<file path="src/rtl/fsi_pkg.sv">
// ----------------------------------------------------------------------------
// fsi_pkg: shared constants and types for the fftshift index block
// Register map, field widths and parameter defaults.
// ----------------------------------------------------------------------------
package fsi_pkg;

  // Field widths fixed by the block's interface.
  localparam int SizeBits  = 17;
  localparam int OutBits   = 32;
  localparam int InBits    = 32;
  localparam int DataBits  = 32;
  localparam int NumRegs   = 4;
  localparam int AddrBits  = 4;

  // Parameter defaults.
  localparam int DefMaxDims   = 4;
  localparam int DefIndexBits = 32;

  // Register indexes on the configuration port.
  typedef enum logic [1:0] {
    REG_SIZE_DIM0 = 2'd0,
    REG_SIZE_DIM1 = 2'd1,
    REG_SIZE_DIM2 = 2'd2,
    REG_SIZE_DIM3 = 2'd3
  } reg_idx_t;

endpackage

</file>
<file path="src/rtl/fsi_merge.sv">
// ----------------------------------------------------------------------------
// fsi_merge: coordinate shift and row-major recombination
// Adds half of each size with wrap, then folds coordinates by Horner's rule.
// ----------------------------------------------------------------------------
module fsi_merge
  import fsi_pkg::*;
#(
  parameter int MAX_DIMS   = DefMaxDims,
  parameter int INDEX_BITS = DefIndexBits
) (
  input  logic                                 clk,
  input  logic                                 rst,
  input  logic                                 en,
  input  logic [MAX_DIMS-1:0][SizeBits-1:0]    sizes,
  input  logic                                 in_v,
  input  logic [INDEX_BITS-1:0]                in_quot,
  input  logic [MAX_DIMS-1:0][SizeBits-1:0]    in_coord,
  output logic                                 out_v,
  output logic [OutBits-1:0]                   out_index,
  output logic                                 out_oor
);

  localparam int NumStages = 2 * (MAX_DIMS - 1) + 1;

  logic [NumStages-1:0]                v_r;
  logic [NumStages-1:0]                oor_r;
  logic [INDEX_BITS-1:0]               acc_r [NumStages];
  logic [MAX_DIMS-1:0][SizeBits-1:0]   sc_r  [NumStages];

  logic                              any_zero;
  logic [MAX_DIMS-1:0][SizeBits-1:0] sc0;
  logic [INDEX_BITS+SizeBits-1:0]    acc_ext0;

  // Shift each coordinate by half its size, wrapping once.
  always_comb begin
    any_zero = 1'b0;
    for (int d = 0; d < MAX_DIMS; d++) begin
      logic [SizeBits:0] sum;
      sum = {1'b0, in_coord[d]} + {2'b00, sizes[d][SizeBits-1:1]};
      if (sum >= {1'b0, sizes[d]}) begin
        sum = sum - {1'b0, sizes[d]};
      end
      sc0[d] = sum[SizeBits-1:0];
      if (sizes[d] == '0) begin
        any_zero = 1'b1;
      end
    end
    acc_ext0 = {{INDEX_BITS{1'b0}}, sc0[0]};
  end

  always_ff @(posedge clk) begin
    if (rst) begin
      v_r[0] <= 1'b0;
    end else if (en) begin
      v_r[0] <= in_v;
    end
  end

  // The index is in range only when the final quotient is zero.
  always_ff @(posedge clk) begin
    if (en) begin
      oor_r[0] <= any_zero || (in_quot != '0);
      sc_r[0]  <= sc0;
      acc_r[0] <= acc_ext0[INDEX_BITS-1:0];
    end
  end

  for (genvar j = 1; j < NumStages; j++) begin : g_fold
    localparam int D = (j + 1) / 2;
    logic [INDEX_BITS+SizeBits-1:0] res;

    // Odd stages multiply by the next size; even stages add the coordinate.
    if (j % 2 == 1) begin : g_mul
      assign res = acc_r[j-1] * sizes[D];
    end else begin : g_add
      assign res = {{SizeBits{1'b0}}, acc_r[j-1]}
                 + {{INDEX_BITS{1'b0}}, sc_r[j-1][D]};
    end

    always_ff @(posedge clk) begin
      if (rst) begin
        v_r[j] <= 1'b0;
      end else if (en) begin
        v_r[j] <= v_r[j-1];
      end
    end

    always_ff @(posedge clk) begin
      if (en) begin
        oor_r[j] <= oor_r[j-1];
        sc_r[j]  <= sc_r[j-1];
        acc_r[j] <= res[INDEX_BITS-1:0];
      end
    end
  end

  logic [OutBits+INDEX_BITS-1:0] acc_wide;

  // Zero the index when out of range and fit it to the output width.
  always_comb begin
    acc_wide = {{OutBits{1'b0}}, acc_r[NumStages-1]};
    if (oor_r[NumStages-1]) begin
      acc_wide = '0;
    end
  end

  assign out_v     = v_r[NumStages-1];
  assign out_oor   = oor_r[NumStages-1];
  assign out_index = acc_wide[OutBits-1:0];

endmodule

</file>
<file path="config.mk">
export PLATFORM = sky130hd
export DESIGN_NAME = fsi_merge
export DESIGN_NICKNAME = d
export VERILOG_FILES = /design/src/rtl/fsi_pkg.sv /design/src/rtl/fsi_merge.sv
export SDC_FILE = /design/constraint.sdc
export NUM_CORES = 2
export LEC_CHECK = 0
export BUFFER_PORTS_ARGS = -buffer_cell sky130_fd_sc_hd__buf_2
export CORE_AREA = 3 3 246 430
export CTS_BUF_LIST = sky130_fd_sc_hd__clkbuf_16
export CTS_CLUSTER_SIZE = 24
export DETAILED_ROUTE_END_ITERATION = 10
export DIE_AREA = 0 0 249 433
export GPL_ROUTABILITY_DRIVEN = 0
export GPL_TIMING_DRIVEN = 0
export PLACE_DENSITY = 0.71
export SYNTH_ARGS = -nofsm -noshare
export SYNTH_HDL_FRONTEND = slang
export SYNTH_SLANG_ARGS = --single-unit
</file>
<file path="constraint.sdc">
create_clock -name clk -period 7.6 [get_ports clk]
set_input_delay 0.38 -clock clk [delete_from_list [all_inputs] [get_ports clk]]
set_output_delay 0.38 -clock clk [all_outputs]
set_load 0.005 [all_outputs]
</file>
==> impl_metrics.yaml <==
outcome:
  status: "finished clean"
global_route:
  grt_pass1_vias: 45076
  grt_pass1_wl_um: 244600
  grt_max_degree: 120
  grt_remaining_overflow: 0
  antenna_found_initial: 26
  grt_use_total_pct: 29.87
synthesis:
  synth_edf_count: 420
  yosysUniqueCellTypes: 83
  synth_ff_type: "edfxtp_1"
  syn_avg_cell_area_um2: 9.762
  yosys.area.top_type: "fa_1"
  synth_top_area_share_pct: 31.01
  synthArstFlopShare_pct: 0
  synth-seq-cells: 427
  synth_cells: 5766
  syn_area_um2: 56290
  syn_nets: 7224
  yosysSeqAreaShare_pct: 22.66
  ys_warn_count: 0
  synth_area_leaders: "fa_1 (31%), edfxtp_1 (22%), ha_1 (9.2%), inv_1 (7.8%), nand2_1 (5.4%)"
final_layout:
  layout-drive-gt1-share_pct: 6.742
  syn_to_final_growth_pct: 7.700
  num-nets-final: 7480
  final_cell_area_um2: 60620
floorplanning:
  fp-row-count: 156
  io_pins: 206
  chipHeight_um: 433
  die-area_um2: 107800
  core_area_um2: 102900
  initial_core_util_pct: 54.72
  die_x_um: 249
sta:
  max_clock_freq_ghz: 0.1336
  maxSlewHeadroom_pct: 20.69
  finalMaxSlewViolations: 0
  worst_slew_pin_slew_ns: 1.183
  worst_slack_ns: 0.1151
  setup_viol: 0
  rsz0062_at_grt: "no"
  finClkSkew_ns: 0.03509
  period_minus_slack_ns: 7.485
  finalHoldViolations: 0
  fin_crit_sh_pct: 98.49
critical_path:
  cp-end-kind: "flop"
  cp_cell_sequence: "clkbuf_2 -> nand2_1 -> fa_1 -> inv_1 -> fa_1 -> fa_1 -> fa_1 -> fa_1 -> inv_1 -> fa_1 -> inv_1 -> ha_1 -> and4_1 -> and2_1 -> a2111oi_1 -> o21ai_1 -> nand2_1 -> o21ai_0 -> o31ai_1 -> xnor2_1"
  arrival_ns: 7.79
  required_ns: 7.91
  crit_top_cell: "fa_1"
  startpoint_type: "flop"
  crit_type: "reg2reg"
  critPathMaxFanout: 10
  cpPeakStageDelay_ns: 0.77
  reg2reg_depth: 20
  slowest_stage: "edfxtp_1"
clocking:
  clkSlewWorstSetupHoldPaths_ns: 0.07
  cts_root_buffer: "clkbuf_16"
  clk_latency_ns: 0.61
  cts_made_buffers: 41
  cts.sinks: 427
  htree_levels: 2
  clock_path_buffers: 3
  cts_tree: "yes"
detailed_routing:
  drt_iter0_drc: 2572
  wirelength_um: 159700
  ant_nets: 0
  drcViolationCount: 0
  wl_per_cell_um: 21.54
  vias_per_cell: 5.677
  vias: 42084
  drt-pass1-iter-count: 7
hold_path:
  whs_path_depth: 4
  hold_class: "in2reg"
placement:
  place_area_um2: 59080
  pre_cts_slack_ns: -1.093
  numPortBuffers: 205
  dp_hpwl_um: 133400
job:
  drv_cap: 0
## timing repair
item	in CTS	in global routing
endpoints found under the hold margin	7	0
setup buffers	1	5
gates resized for setup	21	35
endpoints found under the setup margin	3	11
hold buffers	3	0
## cell usage in the layout (no fill, tap or decap), types with 41 or more instances in the layout
cell and instances:
a21o_1 76, a21oi_1 176, and2_1 410, buf_2 207
clkbuf_1 155, clkbuf_16 41, edfxtp_1 420, fa_1 872
ha_1 414, inv_1 1174, mux2_2 54, nand2_1 816
nand3_1 43, nor2_1 142, nor2b_1 64, nor3_1 43
o21a_1 43, o21ai_0 109, xnor2_1 241, xor2_1 82
## cell usage after synthesis (5+ instances only)
library cell and instances:
o31ai_1 13, nand2b_1 23, fa_1 872, nor3_1 43, nand3b_1 5, o21ai_0 111
or2_2 9, a211o_1 8, clkbuf_1 192, nor2_1 142, nor2b_1 64, edfxtp_1 420
and2_1 410, a21boi_0 8, a41oi_1 7, nand4_1 26, dfxtp_1 7, xnor2_1 241
o31a_1 8, a221o_1 5, o21bai_1 32, a211oi_1 25, and3_1 30, ha_1 414
a21oi_1 176, a311oi_1 6, a21o_1 76, nand2_1 816, a221oi_1 5, mux2_2 54
a31oi_1 22, nand3_1 43, mux2_4 9, or3_1 13, mux2i_1 12, o22ai_1 5
xor2_1 82, nor4_1 31, o21a_1 43, inv_1 1169, o211ai_1 12
## sequential cells by signal (all words and copies together), names as in the netlist
signal	flops
sc_r	221
oor_r	6
out_v	1
acc_r	192
v_r	6
out_oor	1
## worst max-delay path: cells and delay by family (launching register included)
family | cells | cell delay (ns)
simple gates | 4 | 0.80
xor+xnor | 1 | 0.21
fa+ha+maj | 7 | 3.26
compound gates | 4 | 1.56
flops | 1 | 0.77
buf+inv | 4 | 0.58
## per-layer routing
metal / track usage (%) / part of all wire, % / vias to the layer above / routed length [um]
li1: - / - / 18624 / -
met2: 56.85 / 53 / 1761 / 85100
met1: 28.22 / 31 / 20913 / 48800
met3: 3.730 / 5.5 / 784 / 8846
met5: 0 / 0.019 / - / 30
met4: 25.01 / 11 / 2 / 16920
## final timing paths
| kind | slack [ns] | to | from |
|---|---|---|---|
| worst min register to register | 0.42 | sc_r[2][39]$_DFFE_PP_ | sc_r[1][39]$_DFFE_PP_ |
| worst max register to register | 0.12 | acc_r[3][31]$_DFFE_PP_ | acc_r[2][5]$_DFFE_PP_ |
| worst min-delay path | 0.27 | sc_r[0][17]$_DFFE_PP_ | in_coord[17] |
| worst max-delay path | 0.12 | acc_r[3][31]$_DFFE_PP_ | acc_r[2][5]$_DFFE_PP_ |
## metrics by stage
step	utilization [%]	TNS (ns)	std cells	hold slack, ns
after floorplan	-	0	5766	0.4003
after global placement	57.35	-37.37	7314	0.4005
after detailed placement	57.44	-7.344	7317	0.4045
after CTS	58.84	0	7393	0.2323
after global routing	58.92	0	7409	0.2649
final	58.93	0	7413	0.2700
## cells by family after synthesis
logic type                 Yosys count  share of synthesized area (%)
and+or+nand+nor                   1674                          14.25
buffers and inverters             1369                          9.163
adders and majority gates         1286                          40.22
AOI/OAI and AO/OA                  612                          7.151
DFF                                427                          22.66
xor gates and xnor gates           323                          5.026
muxes                               75                          1.534
## cell type report
cell class,instances,area [um2]
tap,1343,1680
fill,8795,42240
buffer,196,795.8
antenna,18,45.04
sequential,427,12750
multi-input combinational,3970,38380
timing repair buffer,217,1194
clock inverter,32,355.3
inverter,1169,4388
clock buffer,41,1026
Power is not shown: default switching activity piles up to over one toggle a cycle in this logic, so the estimate is an artifact.
