$ cat src/rtl/fsi_pkg.sv
// ----------------------------------------------------------------------------
// fsi_pkg: shared constants and types for the fftshift index block
// Register map, field widths and parameter defaults.
// ----------------------------------------------------------------------------
package fsi_pkg;

  // Field widths fixed by the block's interface.
  localparam int SizeBits  = 17;
  localparam int OutBits   = 32;
  localparam int InBits    = 32;
  localparam int DataBits  = 32;
  localparam int NumRegs   = 4;
  localparam int AddrBits  = 4;

  // Parameter defaults.
  localparam int DefMaxDims   = 4;
  localparam int DefIndexBits = 32;

  // Register indexes on the configuration port.
  typedef enum logic [1:0] {
    REG_SIZE_DIM0 = 2'd0,
    REG_SIZE_DIM1 = 2'd1,
    REG_SIZE_DIM2 = 2'd2,
    REG_SIZE_DIM3 = 2'd3
  } reg_idx_t;

endpackage

$ cat src/rtl/fsi_out_skid.sv
// ----------------------------------------------------------------------------
// fsi_out_skid: output register with one skid entry
// Holds a finished beat that meets a receiver stall, then halts the pipeline.
// ----------------------------------------------------------------------------
module fsi_out_skid
  import fsi_pkg::*;
(
  input  logic               clk,
  input  logic               rst,
  input  logic               in_v,
  input  logic [OutBits-1:0] in_index,
  input  logic               in_oor,
  output logic               pipe_en,
  output logic               out_valid,
  input  logic               out_ready,
  output logic [OutBits-1:0] out_index,
  output logic               out_oor
);

  logic               skid_v;
  logic [OutBits-1:0] skid_index;
  logic               skid_oor;
  logic               out_free;

  assign out_free = !out_valid || out_ready;
  assign pipe_en  = !skid_v;

  // Control: output and skid occupancy.
  always_ff @(posedge clk) begin
    if (rst) begin
      out_valid <= 1'b0;
      skid_v    <= 1'b0;
    end else if (skid_v) begin
      if (out_free) begin
        out_valid <= 1'b1;
        skid_v    <= 1'b0;
      end
    end else if (in_v) begin
      if (out_free) begin
        out_valid <= 1'b1;
      end else begin
        skid_v <= 1'b1;
      end
    end else if (out_ready) begin
      out_valid <= 1'b0;
    end
  end

  // Payload moves along with the control above.
  always_ff @(posedge clk) begin
    if (skid_v) begin
      if (out_free) begin
        out_index <= skid_index;
        out_oor   <= skid_oor;
      end
    end else if (in_v) begin
      if (out_free) begin
        out_index <= in_index;
        out_oor   <= in_oor;
      end else begin
        skid_index <= in_index;
        skid_oor   <= in_oor;
      end
    end
  end

endmodule

$ cat config.mk
export PLATFORM = sky130hd
export DESIGN_NAME = fsi_out_skid
export DESIGN_NICKNAME = d
export VERILOG_FILES = /design/src/rtl/fsi_pkg.sv /design/src/rtl/fsi_out_skid.sv
export SDC_FILE = /design/constraint.sdc
export NUM_CORES = 1
export LEC_CHECK = 0
export BUFFER_PORTS_ARGS = -buffer_cell sky130_fd_sc_hd__buf_2
export CAP_MARGIN = 20
export CORE_MARGIN = 3
export CORE_UTILIZATION = 25
export DETAILED_ROUTE_END_ITERATION = 8
export GPL_TIMING_DRIVEN = 1
export SYNTH_ARGS = -nofsm -noshare
export SYNTH_HDL_FRONTEND = slang
export SYNTH_SLANG_ARGS = --single-unit
$ cat constraint.sdc
create_clock -name clk -period 4.36 [get_ports clk]
set_input_delay 0.872 -clock clk [delete_from_list [all_inputs] [get_ports clk]]
set_output_delay 0.872 -clock clk [all_outputs]
set_load 0.01 [all_outputs]
==> out/qor.txt, run 1 <==
Max cap viols - 0
Cts repair resizes - 0
Vias - 1251
Initial DRT Pass Iterations - 4
CTS Buf Count - 9
Wire per inst - 13.5 um
Seq. cell area - 0.00202 mm2
Core Util, Final - 32.8%
Data arrival, critical path - 1.23 ns
R2R Setup Slk - 2.28 ns
Nets - 229
Pwr Density - 409 mW/mm2
Leading area contributor after synthesis - edfxtp_1
Simple-gate share of the synthesized area - 1.10%
Remaining global-route overflow - 0
Worst-skew pair later-pin latency - 0.33 ns
Crit Path Class - reg -> out
H-tree depth - 3
Worst setup margin - 2.26 ns
Most frequent cell after synthesis - edfxtp_1
Yosys warning count - 0
CTS root buffer - clkbuf_8
Fmax - 476 MHz
List of most frequent post-synthesis cells - edfxtp_1, mux2_4, mux2_2
Worst r2r dst - out_index[7]
Hold_buf cts - 0
Syn Nets - 149
Final Wtd Congestion - 0.650
DR vias/cell - 3.80
Row count - 36
Pre-CTS setup slack - 1.94 ns
Mean post-synth cell area - 23.3 um2
Worst VDD drop - 0.000104 V
Post-synthesis sequential area ratio - 77.5%
DRT iter0 DRCs - 27
Die area - 0.0117 mm2
Reg2reg start - skid_v
RSZ-0062 raised after global routing - false
Post-Synth Adder-Cell Area - 0%
Tot GR Track Use - 7.81%
Synthesized flop and latch total - 68
Height of the die - 108 um
Worst Setup EP - pipe_en
Synth top area share - 76.0%
Die X - 108 um
I/O pins - 72
Initial core utilization - 26.2%
Compound-Gate Fraction of Synth Area - 0.192%
Final worst path period share - 48.2%
Final setup vio count - 0
Min Tclk post-route - 2.10 ns
Area grow syn2layout - 25.0%
Antenna violations before repair - 0
Cell Area, Synth - 0.00261 mm2
Yosys cell types - 13
Core Region - 0.00995 mm2
Final total power - 1.33 mW
Slew Limit Fails - 0
Hold Path Class - reg -> reg
Crit Path Max Fanout - 17
Pin slew with the least headroom to its limit - 0.993 ns
CP startpoint kind - flop
First-pass GRT wire length - 6.60 mm
PortBufs - 71
Mux contribution to synthesized area - 18.3%
Reg clk slew, reported paths - 0.06 ns
TritonCTS clock tree - built
Kind of end point of the critical path - output port
Post-CTS setup buffer count - 0
Final setup TNS - 0 ns
Vias in the first global route - 1252
Deepest clock path buffer count - 2
Share of layout cells above drive strength 1 - 61.2%
Largest family of logic cells by synthesized area - multiplexers
Lkg Pwr - 1.25 nW
TritonCTS sink count - 68
Filler cells - 978
Clock skew - 0.00711 ns
Total Wirelength - 4.44 mm
Final Hold Fails - 0
EDFF count, synth - 66
Req. time, crit path - 3.49 ns
Post-synthesis xor/xnor area fraction - 0%
Largest net degree at the start of global routing - 34
Syn Inst Count - 112
Primary FF master, synth - edfxtp_1
DRT antenna net count - 0
Dpl hpwl - 3.03 mm
CP startpoint - skid_v
Top cells by area, synth - edfxtp_1, mux2_4, buf_12
Status - finished clean
Multi-input gate area in the final layout - 523 um2
R2R depth - 2
Slew HR - 33.7%
Hold WS - 0.546 ns
# diodes - 0
Ys async rst share - 0%
DRC - 0
## cell families (layout without fill, tap and decap cells)
kind of cell | Yosys count | in the layout
buffers and inverters | 5 | 89
and+or+nand+nor | 5 | 5
DFF | 68 | 68
muxes | 33 | 33
AOI/OAI and AO/OA | 1 | 1
## layer usage
metal | global-route usage (%) | wire length, um | part of all wire (%) | vias up
met1 | 9.68 | 1950 | 44 | 608
met4 | 4.33 | 70 | 1.6 | 0
met5 | 0 | 0 | 0 | -
met2 | 11.2 | 2060 | 46 | 40
met3 | 3.64 | 359 | 8.1 | 6
li1 | - | - | - | 597
## registers in the layout, indices dropped and copies added, names as in the netlist
name / flops
out_valid: 1
skid_index: 32
out_index: 32
skid_v: 1
skid_oor: 1
out_oor: 1
## worst min-delay path by stage
stage,startpoint,endpoint,slack (ns),cells after the start
after global routing,skid_index[30],out_index[30],0.56,1
after global placement,out_valid,skid_v,0.53,2
after CTS,skid_index[17],out_index[17],0.55,1
after floorplan,skid_index[27],out_index[27],0.52,1
after detailed placement,skid_index[31],out_index[31],0.53,1
final,skid_index[3],out_index[3],0.55,1
## critical path: stages (launching register included)
cell	delay, ns
dfxtp_2	0.67
inv_1	0.08
buf_2	0.15
## report_power, final
| group | internal [mW] | leakage [nW] | switching [mW] |
|---|---|---|---|
| Sequential | 0.753 | 0.637 | 0.00843 |
| Combinational | 0.0513 | 0.520 | 0.0482 |
| Clock | 0.259 | 0.0879 | 0.213 |
## through the flow
stage	cells	cell area (um2)
final	329	3260
after global routing	329	3260
after CTS	329	3260
after detailed placement	314	3090
after global placement	314	3090
after floorplan	112	2610
## final cells by class
| type | count | share of cell area [%] |
|---|---|---|
| clock buffer | 12 | 4.14 |
| tap | 133 | 5.10 |
| inverter | 1 | 0.115 |
| clock inverter | 3 | 1.19 |
| sequential | 68 | 62.0 |
| multi-input combinational | 39 | 16.0 |
| timing repair buffer | 73 | 11.4 |
## cell usage in the layout, fill, tap and decap left out
| cell type | synthesis | layout |
|---|---|---|
| buf_2 | 0 | 71 |
| edfxtp_1 | 66 | 66 |
| mux2_4 | 28 | 28 |
| clkbuf_8 | 0 | 9 |
| mux2_2 | 5 | 5 |
| clkbuf_1 | 0 | 3 |
| buf_4 | 0 | 2 |
| inv_1 | 1 | 1 |
| nor2_1 | 1 | 1 |
| nand2b_1 | 1 | 1 |
| nor2b_4 | 0 | 1 |
| nor3b_2 | 0 | 1 |
| a21oi_1 | 1 | 1 |
| nor3_1 | 1 | 1 |
| clkinv_2 | 0 | 1 |
| clkinv_1 | 0 | 1 |
| bufinv_16 | 0 | 1 |
| dfxtp_1 | 2 | 1 |
| dfxtp_2 | 0 | 1 |
Note: power is estimated with default switching activity, not from simulation.
==> run 2, diff against run 1 <==
==> constraint.sdc (replaced) <==
create_clock -name clk -period 2 [get_ports clk]
set_input_delay 0.4 -clock clk [delete_from_list [all_inputs] [get_ports clk]]
set_output_delay 0.4 -clock clk [all_outputs]
set_load 0.01 [all_outputs]
==> run 2 against run 1 <==
Non-clock buffer count grew 2. Count of clock-buffer cells in the layout down 3. Highest routed layer unchanged. Combinational power increased by 130%. Clock power rose to 2.8 times the previous value. Power grew 140%.
==> out/qor.txt, run 2 (synthesized netlist as in run 1, its figures left out) <==
Status - finished clean
Kind of end point of the critical path - output port
Min Tclk post-route - 1.31 ns
CP Depth - 2 (unchanged)
Final Wtd Congestion - 0.666 (+2.6%)
Final Hold Fails - 0 (unchanged)
Dpl cell area - 0.00313 mm2 (+1.5%)
Final worst path period share - 65.4%
Dpl hpwl - 3.06 mm (+0.74%)
CP top delay family - flip-flops
Pwr Density - 952 mW/mm2 (+130%)
Die area - 0.0117 mm2 (unchanged)
Commonest non-fill, non-tap cell in the layout - buf_2
Initial core utilization - 26.2% (unchanged)
Final total power - 3.21 mW (+140%)
Pin slew with the least headroom to its limit - 0.290 ns (-0.703 ns)
Core Region - 0.00995 mm2 (unchanged)
# diodes - 0 (unchanged)
Design area - 0.00337 mm2 (+3.4%)
Max stage delay on crit path - 0.40 ns (-0.27 ns)
CP startpoint kind - flop
Most Crowded Layer GR - met2
Crit path buffers/inverters - 2 (unchanged)
Worst-skew pair later-pin latency - 0.33 ns (about the same)
Routing usage on met1 - 9.02% (-0.66 points)
Fmax - 765 MHz
I/O pins - 72 (unchanged)
R2R depth - 2 (unchanged)
Lkg Pwr - 1.29 nW (+3.8%)
Total Wirelength - 4.44 mm (about the same)
Worst setup margin - 0.692 ns (-1.57 ns)
Final setup TNS - 0 ns (unchanged)
Height of the die - 108 um (unchanged)
Crit path max-delay cell type - dfxtp_2
Worst VDD drop - 0.000264 V (+150%)
TritonCTS clock tree - built
CP Cell Sequence - inv_1 > buf_2
Share of layout cells above drive strength 1 - 63.3% (+2.1 points)
Clock skew - 0.00921 ns (+0.00210 ns)
Reg2reg start - skid_v
Die X - 108 um (unchanged)
Crit Path Class - reg -> out
PortBufs - 71 (unchanged)
Deepest clock path buffer count - 2 (unchanged)
Worst r2r dst - out_oor
Req. time, crit path - 1.60 ns (-1.89 ns)
Crit Path Max Fanout - 4 (-13)
Data arrival, critical path - 0.91 ns (-0.32 ns)
Max cap viols - 0 (unchanged)
Post-CTS setup buffer count - 0 (unchanged)
Hold_sp - rst
Vias - 1279 (+2.2%)
Antenna violations before repair - 0 (unchanged)
Final setup vio count - 0 (unchanged)
Global Route met2 Usage - 12.4% (+1.2 points)
DRC - 0 (unchanged)
Slew HR - 80.6% (+47 points)
Routing usage on met3 - 3.88% (+0.24 points)
Pre-CTS setup slack - 0.457 ns (-1.48 ns)
Wire per inst - 13.4 um (-0.97%)
Slew Limit Fails - 0 (unchanged)
CTS root buffer - clkbuf_8
First-pass GRT wire length - 6.77 mm (+2.6%)
Remaining global-route overflow - 0 (unchanged)
Reg clk slew, reported paths - 0.07 ns (about the same)
Top Registers - out_index: 32 flops, skid_index: 32 flops
Hold Path Class - in -> reg
RSZ-0062 raised after global routing - false
Initial DRT Pass Iterations - 2 (-2)
R2R Setup Slk - 0.71 ns (-1.57 ns)
Cts repair resizes - 0 (unchanged)
DRT iter0 DRCs - 28 (+3.7%)
Nets - 231 (+0.87%)
TritonCTS sink count - 68 (unchanged)
H-tree depth - 3 (unchanged)
Largest net degree at the start of global routing - 34 (unchanged)
DRT antenna net count - 0 (unchanged)
Vias in the first global route - 1366 (+9.1%)
Area grow syn2layout - 29.3%
Min-Delay Path Depth - 2 (+1)
Hold EP - out_valid
Tot GR Track Use - 7.95% (+0.14 points)
DR vias/cell - 3.85 (+1.3%)
CTS Buf Count - 9 (unchanged)
Most frequent cells in the layout - buf_2, edfxtp_1, mux2_4
Row count - 36 (unchanged)
Hold_buf cts - 0 (unchanged)
==> run 2: final cells by class <==
cell class,count,area (um2)
fillers,943,6580
inverters,1,3.75
clock buffers,9,124
repair buffers,75,410
multi-input cells,39,529
clock inverters,7,115
well taps,133,166
flip-flops and latches,68,2020
==> run 2: through the flow <==
stage	std cells	util, %	hold slack, ns
final	332	33.9	0.229
after global routing	332	33.9	0.197
after CTS	332	33.9	0.198
after detailed placement	316	31.5	0.534
after global placement	316	31.5	0.529
after floorplan	112	-	0.469
==> run 2: power by group <==
part           internal, mW  total, mW  switching [mW]
sequential             1.64       1.66          0.0164
combinational         0.120      0.230           0.109
clock                 0.823       1.33           0.503
total                  2.58       3.21           0.629
==> run 2: worst max path at each step <==
stage                          from             to  slack (ns)
after floorplan           out_ready  skid_index[0]        0.05
after global placement    out_ready  skid_index[6]        0.47
after detailed placement  out_ready  skid_index[4]        0.46
after CTS                    skid_v        pipe_en        0.66
after global routing      out_valid  skid_index[6]        0.60
final                        skid_v        pipe_en        0.69
==> run 2: metal layers <==
metal	wire, um	vias up
met1	1930	626
met4	97	0
li1	-	602
met3	298	8
met5	0	-
met2	2120	43
==> run 3, diff against run 2 <==
==> constraint.sdc (replaced) <==
create_clock -name clk -period 1.2 [get_ports clk]
set_input_delay 0.24 -clock clk [delete_from_list [all_inputs] [get_ports clk]]
set_output_delay 0.24 -clock clk [all_outputs]
set_load 0.01 [all_outputs]
==> run 3 against run 2 <==
Power grew 46%. Clock power grew 16%. Combinational power grew 75%. Setup slack lost 0.69 ns. Cell area is essentially flat. Die area is the same. Critical path type is now reg -> reg. Critical endpoint is now skid_index[14]. Highest routed layer unchanged.
==> out/qor.txt, run 3 (synthesized netlist as in run 1, its figures left out) <==
Status - finished clean
Height of the die - 108 um (unchanged)
Core Region - 0.00995 mm2 (unchanged)
Kind of end point of the critical path - flop
CTS Buf Count - 9 (unchanged)
Global Route met2 Usage - 12.6% (+0.18 points)
DRT antenna net count - 0 (unchanged)
Non-filler cells, final - 334 (+0.60%)
Crit path max-delay cell type - dfxtp_2
Commonest non-fill, non-tap cell in the layout - buf_2
Post-CTS setup buffer count - 0 (unchanged)
I/O pins - 72 (unchanged)
Deepest clock path buffer count - 2 (unchanged)
Nets - 233 (+0.87%)
Final Wtd Congestion - 0.633 (-4.9%)
Reg clk slew, reported paths - 0.07 ns (about the same)
Final Hold Fails - 0 (unchanged)
Min Tclk post-route - 1.20 ns
Inst Count DP - 318 (+0.63%)
First-pass GRT wire length - 6.87 mm (+1.4%)
Initial core utilization - 26.2% (unchanged)
Final worst path period share - 100%
Tot GR Track Use - 8.01% (+0.064 points)
Vias in the first global route - 1318 (-3.5%)
Share of layout cells above drive strength 1 - 63.7% (+0.37 points)
RSZ-0062 raised after global routing - true
Wire per inst - 13.3 um (-0.80%)
Core Util, Final - 33.8% (about the same)
Top Registers - out_index: 32 flops, skid_index: 32 flops
DRT iter0 DRCs - 19 (-32%)
Total Wirelength - 4.43 mm (-0.20%)
Worst setup margin - 0.000510 ns (-0.692 ns)
Remaining global-route overflow - 0 (unchanged)
Slew HR - 87.4% (+6.8 points)
Most Crowded Layer GR - met2
Most frequent cells in the layout - buf_2, edfxtp_1, mux2_4
Crit Path Class - reg -> reg
Filler cells - 966 (+2.4%)
Worst VDD drop - 0.000379 V (+44%)
Dpl hpwl - 3.11 mm (+1.9%)
Area grow syn2layout - 29.2% (about the same)
TritonCTS sink count - 68 (unchanged)
Pwr Density - 1390 mW/mm2 (+46%)
Pin slew with the least headroom to its limit - 0.189 ns (-0.101 ns)
Lkg Pwr - 1.29 nW (about the same)
Routing usage on met3 - 4.12% (+0.24 points)
Hold Path Class - in -> reg
PortBufs - 71 (unchanged)
Req. time, crit path - 1.22 ns (-0.38 ns)
Largest net degree at the start of global routing - 34 (unchanged)
Antenna violations before repair - 0 (unchanged)
CP startpoint kind - flop
Clock skew - 0.0136 ns (+0.00439 ns)
TritonCTS clock tree - built
Max stage delay on crit path - 0.35 ns (-0.05 ns)
CP Cell Sequence - nand2b_4 > nor3b_4 > buf_12
CTS root buffer - clkbuf_8
Crit Path Max Fanout - 33 (+29)
Routing usage on met1 - 9.26% (+0.24 points)
Row count - 36 (unchanged)
H-tree depth - 3 (unchanged)
Final setup TNS - 0 ns (unchanged)
Die area - 0.0117 mm2 (unchanged)
Final setup vio count - 0 (unchanged)
DR vias/cell - 3.78 (-1.9%)
Data arrival, critical path - 1.22 ns (+0.31 ns)
Vias - 1262 (-1.3%)
Worst-skew pair later-pin latency - 0.33 ns (about the same)
Die X - 108 um (unchanged)
Initial DRT Pass Iterations - 4 (+2)
DRC - 0 (unchanged)
# diodes - 0 (unchanged)
Max cap viols - 0 (unchanged)
Fmax - 834 MHz
Pre-CTS setup slack - -0.119 ns (-0.576 ns)
Slew Limit Fails - 0 (unchanged)
run 3: cell types whose count changed in the layout (fill, tap and decap cells not counted), sizes merged:
cell / change
buf: +2
bufinv: -3
clkbuf: +2
clkinv: +1
run 3: final cells by class:
cell class / instances / area, um2 / share of cell area [%]
Clock buffer: 11 / 131 / 3.90
Sequential cell: 68 / 2030 / 60.2
Tap cell: 133 / 166 / 4.94
Inverter: 1 / 3.75 / 0.111
Clock inverter: 5 / 28.8 / 0.854
Timing Repair Buffer: 77 / 454 / 13.5
Multi-Input combinational cell: 39 / 558 / 16.6
run 3: stage by stage:
stage                     hold WS (ns)  cell area (um2)  total power [mW]
after floorplan                  0.302             2630              3.02
after global placement           0.414             3170              3.21
after detailed placement         0.415             3170              3.22
after CTS                       0.0507             3360              4.79
after global routing            0.0584             3370              4.93
final                           0.0775             3370              4.70
run 3: power by group:
part | switching [mW] | total (mW) | leakage [nW] | internal, mW
Clock | 0.802 | 1.54 | 0.0784 | 0.737
Sequential | 0.0284 | 2.76 | 0.638 | 2.73
Combinational | 0.185 | 0.402 | 0.578 | 0.218
Total | 1.01 | 4.70 | 1.29 | 3.69
run 3: layer usage:
| layer | vias up | wire length [um] |
|---|---|---|
| li1 | 608 | - |
| met1 | 603 | 1810 |
| met2 | 45 | 2200 |
| met3 | 6 | 346 |
| met4 | 0 | 67 |
| met5 | - | 0 |
run 3: critical path, delay by kind of cell (launching register included):
family                 cells  cell delay (ns)
DFF                        1             0.35
and+or+nand+nor            2             0.30
buffers and inverters      1             0.24
run 3: repair_timing:
action,4_1_cts,5_1_grt
endpoints found under the setup margin,99,79
gates resized for setup,6,3
hold buffers,0,0
run 3: worst paths after layout:
path / startpoint / to / slack [ns] / depth (start not counted)
worst max-delay path: out_valid / skid_index[14] / 0.0005 / 3
worst min-delay path: rst / out_valid / 0.08 / 2
worst max register to register: out_valid / skid_index[14] / 0.0005 / 3
worst min register to register: skid_index[16] / out_index[16] / 0.54 / 1
